### config.mk
export PLATFORM = sky130hd
export DESIGN_NAME = modbus_rtu_response_checker_core
export DESIGN_NICKNAME = d
export VERILOG_FILES = /design/src/rtl/mrrc_pkg.sv /design/src/rtl/mrrc_frame.sv /design/src/rtl/mrrc_res_fifo.sv /design/src/rtl/modbus_rtu_response_checker_core.sv
export SDC_FILE = /design/constraint.sdc
export NUM_CORES = 1
export LEC_CHECK = 0
export BUFFER_PORTS_ARGS = -buffer_cell sky130_fd_sc_hd__buf_2
export CORE_ASPECT_RATIO = 1.75
export CORE_UTILIZATION = 47
export DETAILED_ROUTE_END_ITERATION = 6
export PLACE_DENSITY = 0.73
export SLEW_MARGIN = 15
export SYNTH_ARGS = -nofsm -noshare
export SYNTH_HDL_FRONTEND = slang
export SYNTH_SLANG_ARGS = --single-unit
export TNS_END_PERCENT = 100
### constraint.sdc
create_clock -name clk -period 6.8 [get_ports clk]
set_input_delay 0.34 -clock clk [delete_from_list [all_inputs] [get_ports clk]]
set_output_delay 0.34 -clock clk [all_outputs]
set_load 0.01 [all_outputs]
### src/rtl/mrrc_pkg.sv
package mrrc_pkg;

    // defaults for the top-level parameters
    localparam int MAX_FRAME_BYTES_DEF = 256;
    localparam int RES_DEPTH_DEF       = 4;

    // reply kinds selected by the mode field
    localparam logic [1:0] MODE_READ  = 2'd0;
    localparam logic [1:0] MODE_WRITE = 2'd1;
    localparam logic [1:0] MODE_PULSE = 2'd2;

    // final status codes
    localparam logic [2:0] ST_OK         = 3'd0;
    localparam logic [2:0] ST_SHORT      = 3'd1;
    localparam logic [2:0] ST_CRC        = 3'd2;
    localparam logic [2:0] ST_EXCEPTION  = 3'd3;
    localparam logic [2:0] ST_WRONG_FUNC = 3'd4;
    localparam logic [2:0] ST_COUNT      = 3'd5;
    localparam logic [2:0] ST_TRUNCATED  = 3'd6;
    localparam logic [2:0] ST_ECHO       = 3'd7;

    // Modbus function codes
    localparam logic [7:0] FN_READ  = 8'h03;
    localparam logic [7:0] FN_WRITE = 8'h06;
    localparam logic [7:0] EXC_BIT  = 8'h80;

    localparam logic [15:0] CRC_INIT = 16'hFFFF;
    localparam logic [15:0] CRC_POLY = 16'hA001;

    typedef struct packed {
        logic [1:0]  mode;
        logic [7:0]  rx_byte;
        logic        frame_end;
        logic [6:0]  expected_count;
        logic [15:0] expected_address;
        logic [15:0] expected_data;
    } item_t;

    typedef struct packed {
        logic               kind;
        logic [15:0]        reg_word;
        logic signed [31:0] pulse_count;
        logic [2:0]         status;
        logic               final_res;
    } result_t;

    // CRC-16/Modbus, one byte, reflected
    function automatic logic [15:0] crc16_byte(input logic [15:0] crc, input logic [7:0] b);
        logic [15:0] c;
        c = crc ^ {8'h00, b};
        for (int k = 0; k < 8; k++) begin
            c = c[0] ? ((c >> 1) ^ CRC_POLY) : (c >> 1);
        end
        return c;
    endfunction

endpackage

### src/rtl/mrrc_frame.sv
module mrrc_frame
    import mrrc_pkg::*;
#(
    parameter int MAX_FRAME_BYTES = MAX_FRAME_BYTES_DEF
)
(
    input  logic        clk,
    input  logic        rst_n,
    input  logic        step,
    input  item_t       item,
    output logic [1:0]  res_num,
    output result_t     res0,
    output result_t     res1
);

    localparam int IW = $clog2(MAX_FRAME_BYTES + 1);

    logic [IW-1:0] byte_index_reg, byte_index_next;
    logic [15:0]   crc_reg, crc_next;
    logic [1:0]    mode_reg, mode_next;
    logic [6:0]    count_reg, count_next;
    logic [15:0]   address_reg, address_next;
    logic [15:0]   data_reg, data_next;
    logic [7:0]    func_reg, func_next;
    logic [7:0]    bcount_reg, bcount_next;
    logic [7:0]    hold_reg, hold_next;
    logic [15:0]   echo_addr_reg, echo_addr_next;
    logic [15:0]   echo_data_reg, echo_data_next;
    logic [31:0]   pulse_reg, pulse_next;

    logic          first;
    logic          in_range;
    logic [IW-1:0] off;
    logic [IW-1:0] n;
    logic          word_emit;
    logic [2:0]    st;
    logic [7:0]    want_fn;
    result_t       word_res;
    result_t       stat_res;

    always_comb begin
        first = (byte_index_reg == '0);

        // frame start: latch the expectations and clear the captured fields
        mode_next      = first ? item.mode             : mode_reg;
        count_next     = first ? item.expected_count   : count_reg;
        address_next   = first ? item.expected_address : address_reg;
        data_next      = first ? item.expected_data    : data_reg;
        func_next      = first ? 8'h00  : func_reg;
        bcount_next    = first ? 8'h00  : bcount_reg;
        hold_next      = first ? 8'h00  : hold_reg;
        echo_addr_next = first ? 16'h0  : echo_addr_reg;
        echo_data_next = first ? 16'h0  : echo_data_reg;
        pulse_next     = first ? 32'h0  : pulse_reg;

        crc_next = crc16_byte(first ? CRC_INIT : crc_reg, item.rx_byte);

        in_range  = (10'(byte_index_reg) < 10'(MAX_FRAME_BYTES));
        off       = byte_index_reg - IW'(3);
        word_emit = 1'b0;
        n         = byte_index_reg;

        if (in_range) begin
            n = byte_index_reg + IW'(1);
            if (byte_index_reg == IW'(1)) begin
                func_next = item.rx_byte;
            end
            if (byte_index_reg == IW'(2)) begin
                bcount_next    = item.rx_byte;
                echo_addr_next = {item.rx_byte, 8'h00};
            end
            if (byte_index_reg == IW'(3)) begin
                echo_addr_next = {echo_addr_next[15:8], item.rx_byte};
            end
            if (byte_index_reg == IW'(4)) begin
                echo_data_next = {item.rx_byte, 8'h00};
            end
            if (byte_index_reg == IW'(5)) begin
                echo_data_next = {echo_data_next[15:8], item.rx_byte};
            end
            if (byte_index_reg >= IW'(3) && byte_index_reg <= IW'(6)) begin
                pulse_next = {pulse_next[23:0], item.rx_byte};
            end
            if (mode_next == MODE_READ && byte_index_reg >= IW'(3)) begin
                if (!off[0]) begin
                    hold_next = item.rx_byte;
                end else if (10'(off >> 1) < 10'(count_next)) begin
                    word_emit = 1'b1;
                end
            end
        end

        byte_index_next = item.frame_end ? '0 : n;

        // final status, checks in priority order
        want_fn = (mode_next == MODE_WRITE) ? FN_WRITE : FN_READ;
        st      = ST_OK;
        case (mode_next)
            MODE_WRITE: begin
                if (10'(n) < 10'd8)                        st = ST_SHORT;
                else if (crc_next != 16'h0)                st = ST_CRC;
                else if (func_next == (want_fn | EXC_BIT)) st = ST_EXCEPTION;
                else if (func_next != want_fn)             st = ST_WRONG_FUNC;
                else if (echo_addr_next != address_next ||
                         echo_data_next != data_next)      st = ST_ECHO;
            end
            MODE_PULSE: begin
                if (10'(n) < 10'd9)                        st = ST_SHORT;
                else if (crc_next != 16'h0)                st = ST_CRC;
                else if (func_next == (want_fn | EXC_BIT)) st = ST_EXCEPTION;
                else if (func_next != want_fn)             st = ST_WRONG_FUNC;
                else if (bcount_next != 8'd4)              st = ST_COUNT;
            end
            MODE_READ: begin
                if (10'(n) < 10'd5)                        st = ST_SHORT;
                else if (crc_next != 16'h0)                st = ST_CRC;
                else if (func_next == (want_fn | EXC_BIT)) st = ST_EXCEPTION;
                else if (func_next != want_fn)             st = ST_WRONG_FUNC;
                else if (bcount_next != {count_next, 1'b0}) st = ST_COUNT;
                else if (10'(n) < 10'd5 + 10'(bcount_next)) st = ST_TRUNCATED;
            end
            default: begin
                // undefined mode: length and CRC only, then always rejected
                if (10'(n) < 10'd5)                        st = ST_SHORT;
                else if (crc_next != 16'h0)                st = ST_CRC;
                else                                       st = ST_WRONG_FUNC;
            end
        endcase

        word_res             = '0;
        word_res.reg_word    = {hold_next, item.rx_byte};
        stat_res             = '0;
        stat_res.kind        = 1'b1;
        stat_res.status      = st;
        stat_res.final_res   = 1'b1;
        stat_res.pulse_count = (mode_next == MODE_PULSE && st == ST_OK) ? pulse_next : 32'h0;

        if (word_emit) begin
            res0    = word_res;
            res1    = stat_res;
            res_num = item.frame_end ? 2'd2 : 2'd1;
        end else begin
            res0    = stat_res;
            res1    = stat_res;
            res_num = item.frame_end ? 2'd1 : 2'd0;
        end
        if (!step) begin
            res_num = 2'd0;
        end
    end

    always_ff @(posedge clk or negedge rst_n) begin
        if (!rst_n) begin
            byte_index_reg <= '0;
            crc_reg        <= CRC_INIT;
            mode_reg       <= '0;
            count_reg      <= '0;
            address_reg    <= '0;
            data_reg       <= '0;
            func_reg       <= '0;
            bcount_reg     <= '0;
            hold_reg       <= '0;
            echo_addr_reg  <= '0;
            echo_data_reg  <= '0;
            pulse_reg      <= '0;
        end else if (step) begin
            byte_index_reg <= byte_index_next;
            crc_reg        <= item.frame_end ? CRC_INIT : crc_next;
            mode_reg       <= mode_next;
            count_reg      <= count_next;
            address_reg    <= address_next;
            data_reg       <= data_next;
            func_reg       <= func_next;
            bcount_reg     <= bcount_next;
            hold_reg       <= hold_next;
            echo_addr_reg  <= echo_addr_next;
            echo_data_reg  <= echo_data_next;
            pulse_reg      <= pulse_next;
        end
    end

endmodule

### src/rtl/mrrc_res_fifo.sv
module mrrc_res_fifo
    import mrrc_pkg::*;
#(
    parameter int DEPTH = RES_DEPTH_DEF
)
(
    input  logic       clk,
    input  logic       rst_n,
    input  logic [1:0] push_num,
    input  result_t    push0,
    input  result_t    push1,
    output logic       room2,
    output logic       out_valid,
    input  logic       out_ready,
    output result_t    out_item
);

    localparam int PW = $clog2(DEPTH);
    localparam int CW = $clog2(DEPTH + 1);

    result_t       entries_reg [DEPTH];
    logic [PW-1:0] wr_ptr_reg, wr_ptr_next, wr_ptr_inc;
    logic [PW-1:0] rd_ptr_reg, rd_ptr_next;
    logic [CW-1:0] count_reg, count_next;
    logic          pop;

    always_comb begin
        pop         = out_valid && out_ready;
        wr_ptr_inc  = (wr_ptr_reg == PW'(DEPTH - 1)) ? '0 : wr_ptr_reg + PW'(1);
        wr_ptr_next = wr_ptr_reg;
        case (push_num)
            2'd1:    wr_ptr_next = wr_ptr_inc;
            2'd2:    wr_ptr_next = (wr_ptr_inc == PW'(DEPTH - 1)) ? '0 : wr_ptr_inc + PW'(1);
            default: wr_ptr_next = wr_ptr_reg;
        endcase
        rd_ptr_next = rd_ptr_reg;
        if (pop) begin
            rd_ptr_next = (rd_ptr_reg == PW'(DEPTH - 1)) ? '0 : rd_ptr_reg + PW'(1);
        end
        count_next = count_reg + CW'(push_num) - CW'(pop);
    end

    assign room2     = (count_reg <= CW'(DEPTH - 2));
    assign out_valid = (count_reg != '0);
    assign out_item  = entries_reg[rd_ptr_reg];

    always_ff @(posedge clk) begin
        if (push_num != 2'd0) begin
            entries_reg[wr_ptr_reg] <= push0;
        end
        if (push_num == 2'd2) begin
            entries_reg[wr_ptr_inc] <= push1;
        end
    end

    always_ff @(posedge clk or negedge rst_n) begin
        if (!rst_n) begin
            wr_ptr_reg <= '0;
            rd_ptr_reg <= '0;
            count_reg  <= '0;
        end else begin
            wr_ptr_reg <= wr_ptr_next;
            rd_ptr_reg <= rd_ptr_next;
            count_reg  <= count_next;
        end
    end

endmodule

### src/rtl/modbus_rtu_response_checker_core.sv
// Modbus RTU reply checker. Takes one received byte per beat (frame_end on the
// last byte) and checks the reply against what was asked: mode, expected
// register count, address and value are sampled on the first byte of each
// frame. CRC-16/Modbus runs over every byte including the trailing CRC; a zero
// residue is a match. In read mode each data word leaves as soon as its low
// byte arrives (kind 0) and is only to be trusted if the frame's final status
// is ok. Every frame ends with one status beat (kind 1, final_res 1), carrying
// the signed pulse in pulse mode when the status is ok. Rate: one byte per
// clock, sustained; a byte goes into an input register, is processed from there
// once the result queue has room for two beats, and its results are written
// into that small queue, whose head is the output. A byte that completes
// both a word and the frame makes two result beats; the queue drains one
// beat per clock while out_ready is high, so only a stalled output side
// holds off further bytes.
module modbus_rtu_response_checker_core
    import mrrc_pkg::*;
#(
    parameter int MAX_FRAME_BYTES = MAX_FRAME_BYTES_DEF,
    parameter int RES_DEPTH       = RES_DEPTH_DEF
)
(
    input  logic               clk,
    input  logic               rst_n,

    input  logic               in_valid,
    output logic               in_ready,
    input  logic [1:0]         mode,
    input  logic [7:0]         rx_byte,
    input  logic               frame_end,
    input  logic [6:0]         expected_count,
    input  logic [15:0]        expected_address,
    input  logic [15:0]        expected_data,

    output logic               out_valid,
    input  logic               out_ready,
    output logic               kind,
    output logic [15:0]        reg_word,
    output logic signed [31:0] pulse_count,
    output logic [2:0]         status,
    output logic               final_res
);

    // input register
    logic    hold_valid_reg;
    item_t   hold_item_reg;
    logic    step;
    logic    room2;
    logic    in_fire;

    // frame logic to result queue
    logic [1:0] res_num;
    result_t    res0;
    result_t    res1;
    result_t    out_item;

    // process the held byte only when the queue can take both possible results
    assign step     = hold_valid_reg && room2;
    assign in_ready = !hold_valid_reg || step;
    assign in_fire  = in_valid && in_ready;

    always_ff @(posedge clk or negedge rst_n) begin
        if (!rst_n) begin
            hold_valid_reg <= 1'b0;
        end else if (in_ready) begin
            hold_valid_reg <= in_valid;
        end
    end

    always_ff @(posedge clk) begin
        if (in_fire) begin
            hold_item_reg.mode             <= mode;
            hold_item_reg.rx_byte          <= rx_byte;
            hold_item_reg.frame_end        <= frame_end;
            hold_item_reg.expected_count   <= expected_count;
            hold_item_reg.expected_address <= expected_address;
            hold_item_reg.expected_data    <= expected_data;
        end
    end

    mrrc_frame #(
        .MAX_FRAME_BYTES (MAX_FRAME_BYTES)
    ) u_frame (
        .clk     (clk),
        .rst_n   (rst_n),
        .step    (step),
        .item    (hold_item_reg),
        .res_num (res_num),
        .res0    (res0),
        .res1    (res1)
    );

    mrrc_res_fifo #(
        .DEPTH (RES_DEPTH)
    ) u_res_fifo (
        .clk       (clk),
        .rst_n     (rst_n),
        .push_num  (res_num),
        .push0     (res0),
        .push1     (res1),
        .room2     (room2),
        .out_valid (out_valid),
        .out_ready (out_ready),
        .out_item  (out_item)
    );

    assign kind        = out_item.kind;
    assign reg_word    = out_item.reg_word;
    assign pulse_count = out_item.pulse_count;
    assign status      = out_item.status;
    assign final_res   = out_item.final_res;

    // ready only drops while a byte sits waiting for queue space
    a_ready_hold: assert property (@(posedge clk) disable iff (!rst_n)
        !in_ready |-> (hold_valid_reg && !room2))
        else $error("input stalled without a waiting byte");

    // status beats and word beats never mix their tags
    a_kind_final: assert property (@(posedge clk) disable iff (!rst_n)
        out_valid |-> (kind == final_res))
        else $error("kind and final_res disagree");

    // word beats carry no status or pulse
    a_word_clean: assert property (@(posedge clk) disable iff (!rst_n)
        (out_valid && !kind) |-> (status == ST_OK && pulse_count == 32'sd0))
        else $error("word beat with status or pulse set");

    // a pulse only goes out with an ok status
    a_pulse_ok: assert property (@(posedge clk) disable iff (!rst_n)
        (out_valid && kind && pulse_count != 32'sd0) |-> (status == ST_OK))
        else $error("pulse reported on a failed frame");

endmodule
# Word level (Yosys, flattened, before mapping)
# Memories as Yosys holds them, arrays and structs flattened.
# Index checks and enable logic that the tools add are counted.
dict set report word_totals {
  reg_bits 212
  ram_bits 212
  word_cells 158
  memories 1
}
# name words width rd rd_ports_with_merged_regs write_ports line_no
set memory_table {}
lappend memory_table {u_res_fifo.entries_reg 4 53 1 0 2 mrrc_res_fifo.sv:21} ;# result_t entries_reg [DEPTH];
dict set report classes {
  addsub 8
  order_cmp 9
  eq_ne 18
  muxes 75
  n_bitwise 9
  reduce_logical 16
}
# operator count
set ops {}
lappend ops {{16-bit 2-to-1 mux} 18}
lappend ops {{32-bit 2-to-1 mux} 4}
lappend ops {{8-bit 2-to-1 mux} 12}
lappend ops {{3-bit 2-to-1 mux} 19}
lappend ops {{53-bit 2-to-1 mux} 1}
lappend ops {{16-bit != test} 2}
lappend ops {{2-bit NOT with 3-bit output} 8}
lappend ops {{9-bit by 2-bit == test with 1-bit output (second input constant)} 2}
lappend ops {{9-bit by 3-bit == test with 1-bit output (second input constant)} 2}
lappend ops {{9-bit by 4-bit less-than comparator with 1-bit output (second input constant)} 2}
lappend ops {{9-bit 2-to-1 mux} 2}
lappend ops {{8-bit != test} 2}
lappend ops {{16-bit nonzero test} 1}
lappend ops {{16-bit by 8-bit XOR with 16-bit output} 1}
lappend ops {{2-bit 2-to-1 mux} 7}
lappend ops {{2-bit == test (second input constant)} 5}
lappend ops {{9-bit by 10-bit less-than comparator with 1-bit output} 1}
lappend ops {{3-bit by 8-bit adder with 9-bit output (first input constant)} 1}
lappend ops {{9-bit by 1-bit adder with 9-bit output (second input constant)} 1}
lappend ops {{9-bit by 1-bit == test with 1-bit output (second input constant)} 1}
lappend ops {{9-bit by 2-bit greater-or-equal comparator with 1-bit output (second input constant)} 1}
lappend ops {{9-bit by 3-bit less-or-equal comparator with 1-bit output (second input constant)} 1}
lappend ops {{9-bit logical NOT} 1}
lappend ops {{9-bit by 3-bit less-than comparator with 1-bit output (second input constant)} 1}
lappend ops {{21 further kinds} 39}

# Depth between registers and ports, before layout
dict set report depth {
  depth_word 27
  mapped_depth 23
}

# By module
# From an unflattened synthesis, not the netlist that was laid out.
dict set report hier_totals {
  hier_cells 1696
  hier_area_um2 22775.6
}
# mod instances cells_each area_each_um2 seq_area_each_um2
set by_module_without_submodules {}
lappend by_module_without_submodules {mrrc_res_fifo 1 569 10933.0 6541.3}
lappend by_module_without_submodules {mrrc_frame 1 1072 10281.1 3873.7}
lappend by_module_without_submodules {modbus_rtu_response_checker_core 1 55 1561.5 1526.5}

# Worst setup path after synthesis
# Ideal clock, no wire load.
dict set report synth_timing {
  kind {reg2reg}
  from {reg u_frame.byte_index_reg[0]}
  to {mem u_res_fifo.entries_reg[0][10] (netlist name), enable pin}
  arrival_ps 5778
  t_required_ps 6410
  slack_ps 632
  path_stages_with_launch 22
  n_path_buf 6
  cell_sequence {dfrtp_1 buf_1 inv_1 ha_1 or4b_2 clkbuf_1 nor2_4 mux2i_1 ha_1 a21o_1 a21oi_1 o21ai_0 a21oi_1 clkbuf_1 clkbuf_1 ha_1 nand2_1 ha_1 clkbuf_1 a21boi_1 clkbuf_1 inv_1}
}
# element line_no
set synth_rtl {}
lappend synth_rtl {{start, declared} mrrc_frame.sv:18} ;# logic [IW-1:0] byte_index_reg, byte_index_next;
lappend synth_rtl {{start signal, assigned} mrrc_frame.sv:167} ;# byte_index_reg <= byte_index_next;
lappend synth_rtl {{end, declared} mrrc_res_fifo.sv:21}

==> results.py <==
metrics = {
    "logic_synthesis": {
        "synthXorXnorAreaFrac": 0.0407,
        "syn_avg_cell_area_sq_um": 12.1,
        "synth_area_sq_um": 20200,
        "ys.flop_type": "edfxtp_1",
        "ys_types": 73,
        "async_flop_share": 0.386,
        "synth-simple-area-share": 0.114,
        "synthMuxAreaShare": 0.105,
        "synthAdderAreaFrac": 0.0226,
        "yosysWarnings": 0,
        "ys_seq_area_frac": 0.551,
        "synth_edf_count": 190,
        "synth_compound_area_frac": 0.129,
        "ys_ff_latch": 420,
        "syn_inst": 1666,
        "synth_top_family_by_area": "compound AO/OA/AOI/OAI gates",
        "syn-num-nets": 1756,
    },
    "finish": {
        "area_growth_pct": 14.6,
        "largest_register_ffs": 208,
        "multi_input_area_sq_um": 8380,
        "regArea_sq_um": 11100,
        "fillers": 3599,
        "antenna_cells": 0,
        "final_net_count": 1864,
        "drive_above_1_share": 0.195,
        "fin_area_sq_um": 23200,
    },
    "route": {
        "drc_errors": 0,
        "vias_per_cell": 6.05,
        "postRouteAntennaNets": 0,
        "num_vias": 14300,
        "first_iter_violations": 904,
        "wl_per_cell_um": 21.1,
        "wl_um": 49800,
        "first_pass_iters": 7,
    },
    "power_and_ir_drop": {
        "p_per_area_nw_per_um2": 442,
        "power_switching_uw": 3860,
        "p_leak_uw": 0.00884,
        "intPower_uw": 6380,
        "pwr-share-comb": 0.422,
        "p_clk_frac": 0.232,
        "p_sw_frac": 0.377,
        "pwr-share-seq": 0.347,
        "ir_drop_v": 0.000272,
    },
    "grt": {
        "grt_pass1_vias": 14400,
        "grt_overflow": 0,
        "antenna_found_initial": 0,
        "grt_first_pass_wirelength_um": 79600,
        "grt_max_degree": 103,
        "track_usage": 0.230,
    },
    "timing": {
        "relSlewSlack": 0.288,
        "worst_clock_skew_ns": 0.0199,
        "hold_violations": 0,
        "slew_viol_final": 0,
        "period_share": 0.912,
        "worst_pin_slew_ns": 1.06,
        "rsz0062_at_grt": "no",
        "maxClockFrequency_mhz": 161,
        "min_period_ns": 6.20,
        "setup_tns_ns": 0,
        "setup_viol": 0,
    },
    "floorplan": {
        "die-area_sq_um": 43900,
        "fp.dieH_um": 276,
        "dieWidth_um": 159,
        "start_util": 0.475,
        "pin_count": 109,
        "rows": 100,
        "core_sq_um": 42500,
    },
    "job": {
        "cap_violations": 0,
    },
    "placement": {
        "globalplace.congestion": 0.906,
        "port_buffers": 108,
        "place_area_sq_um": 21300,
        "dp_hpwl_um": 32700,
    },
    "clocking": {
        "clock-root-buffer": "clkbuf_16",
        "cts_tree": "built",
        "ctsHoldBuffers": 43,
        "cts_num_sinks": 420,
        "clock_path_buffers": 3,
        "cts_setup_buffers": 0,
        "cts_resized": 0,
        "numCtsBuffers": 38,
        "cts_max_level": 2,
        "clkLatencyLatePin_ns": 0.54,
        "path_clk_slew_ns": 0.07,
    },
    "worst_setup_path": {
        "critPathCaptureType": "flop",
        "critPathKind": "reg -> reg",
        "cp_max_fo": 35,
        "start_kind": "flop",
        "arrival_ns": 6.38,
        "cp.required_ns": 6.98,
    },
    "status": {
        "outcome": "finished, final reports clean",
    },
    "worst_hold_path": {
        "hold_class": "in -> reg",
    },
}
-- path summary, 6_finish.rpt --
kind / from / end / slack (ns) / cells past startpoint
max in group asynchronous: rst_n / u_frame.pulse_reg[12]$_DFFE_PN0P_ / 4.90 / 3
min reg2reg: u_res_fifo.entries_reg[2][0]$_SDFFE_PP1P_ / u_res_fifo.entries_reg[2][0]$_SDFFE_PP1P_ / 0.45 / 2
max: u_frame.byte_index_reg[0]$_DFFE_PN0P_ / u_res_fifo.entries_reg[3][21]$_DFFE_PP_ / 0.60 / 17
min: expected_count[2] / hold_item_reg[34]$_DFFE_PP_ / 0.009 / 1
min in group asynchronous: rst_n / u_frame.address_reg[4]$_DFFE_PN0P_ / 0.49 / 2
max reg2reg: u_frame.byte_index_reg[0]$_DFFE_PN0P_ / u_res_fifo.entries_reg[3][21]$_DFFE_PP_ / 0.60 / 17
-- placed cells by master, fill, tap and decap left out, drive strengths merged, types with 6 or more instances in the layout --
cell type / synthesis / final
xnor2: 68 / 68
a21oi: 47 / 47
ha: 35 / 35
and2: 9 / 9
o31ai: 8 / 8
nand3: 17 / 17
buf: 30 / 161
bufinv: 0 / 8
dfrtp: 146 / 146
nor4: 10 / 10
inv: 29 / 31
nor3: 158 / 158
mux2i: 55 / 55
o21ai: 75 / 75
nand2: 113 / 113
and3: 19 / 19
nand4: 23 / 23
mux2: 36 / 36
dfstp: 16 / 16
clkbuf: 111 / 51
a22oi: 18 / 18
or3: 8 / 8
a21boi: 11 / 11
edfxtp: 190 / 190
nor2: 53 / 53
dlygate4sd3: 0 / 48
a22o: 63 / 63
dfxtp: 68 / 68
or4: 7 / 7
nor2b: 7 / 7
a211o: 8 / 8
nand2b: 9 / 9
o211ai: 14 / 14
a32o: 66 / 66
mux4: 52 / 52
a21o: 6 / 6
xor2: 26 / 26
-- power by group through the flow --
stage          Sequential (uW)  Clock, uW  Combinational, uW
2_1_floorplan             3460          0               3240
3_3_place_gp              3570          0               4200
3_5_place_dp              3600          0               4280
4_1_cts                   3550       2410               4330
5_1_grt                   3610       2500               4700
6_report                  3550       2370               4320
-- worst max-delay path, stage by stage (launching register included) --
cell      delay (ns)
dfrtp_1         0.55
inv_1           0.21
ha_1            0.30
or4b_2          0.82
nor2_4          0.52
mux2i_1         0.42
ha_1            0.32
a21o_1          0.18
a21oi_1         0.12
o21ai_0         0.31
a21oi_4         0.26
ha_1            0.24
nand2_1         0.11
ha_1            0.52
a21boi_1        0.13
buf_4           0.24
inv_1           0.07
buf_4           0.44
-- metal layers --
layer  global-route usage  routed length [um]  vias up
li1                     -                   -     6571
met1                0.253               18000     7124
met2                0.429               27000      460
met3               0.0269                2310      139
met4                0.116                2440        0
met5                    0                   0        -
-- layout make-up --
cell class              instances  share of cell area
flip-flops and latches        420               0.481
inverters                      29             0.00470
repair buffers                209              0.0621
multi-input cells            1076               0.362
clock buffers                  51              0.0467
clock inverters                18              0.0133
well taps                     561              0.0303
-- cells by family (layout without fill, tap and decap cells) --
kind of cell | after synthesis | after routing
simple gates | 453 | 453
buf+inv | 170 | 307
xor+xnor | 94 | 94
mux | 143 | 143
flops | 420 | 420
compound gates | 350 | 350
fa+ha+maj | 36 | 36
-- cell usage after synthesis, types with 36 or more instances --
master,count,share of area
mux4_2,52,0.058
a22o_1,63,0.027
o21ai_0,73,0.018
nand2_1,113,0.021
nor2_1,52,0.0097
mux2_2,36,0.020
mux2i_1,55,0.027
a32o_1,66,0.033
edfxtp_1,190,0.28
dfxtp_1,68,0.067
clkbuf_1,111,0.021
dfrtp_1,146,0.18
a21oi_1,47,0.012
xnor2_1,68,0.029
nor3_1,158,0.039
-- stage by stage --
step | power, uW | worst slack (ns) | utilization | cells | hold slack, ns
finish | 10200 | 0.599 | 0.545 | 2364 | 0.00939
global route | 10800 | 0.163 | 0.545 | 2364 | 0.00366
CTS | 10300 | 0.671 | 0.543 | 2359 | 0.00108
detailed placement | 7880 | 0.675 | 0.501 | 2247 | 0.441
global placement | 7760 | 0.925 | 0.501 | 2247 | 0.443
floorplan | 6690 | 0.632 | - | 1666 | 0.0444
No activity file was read; power rests on OpenSTA's default activity.
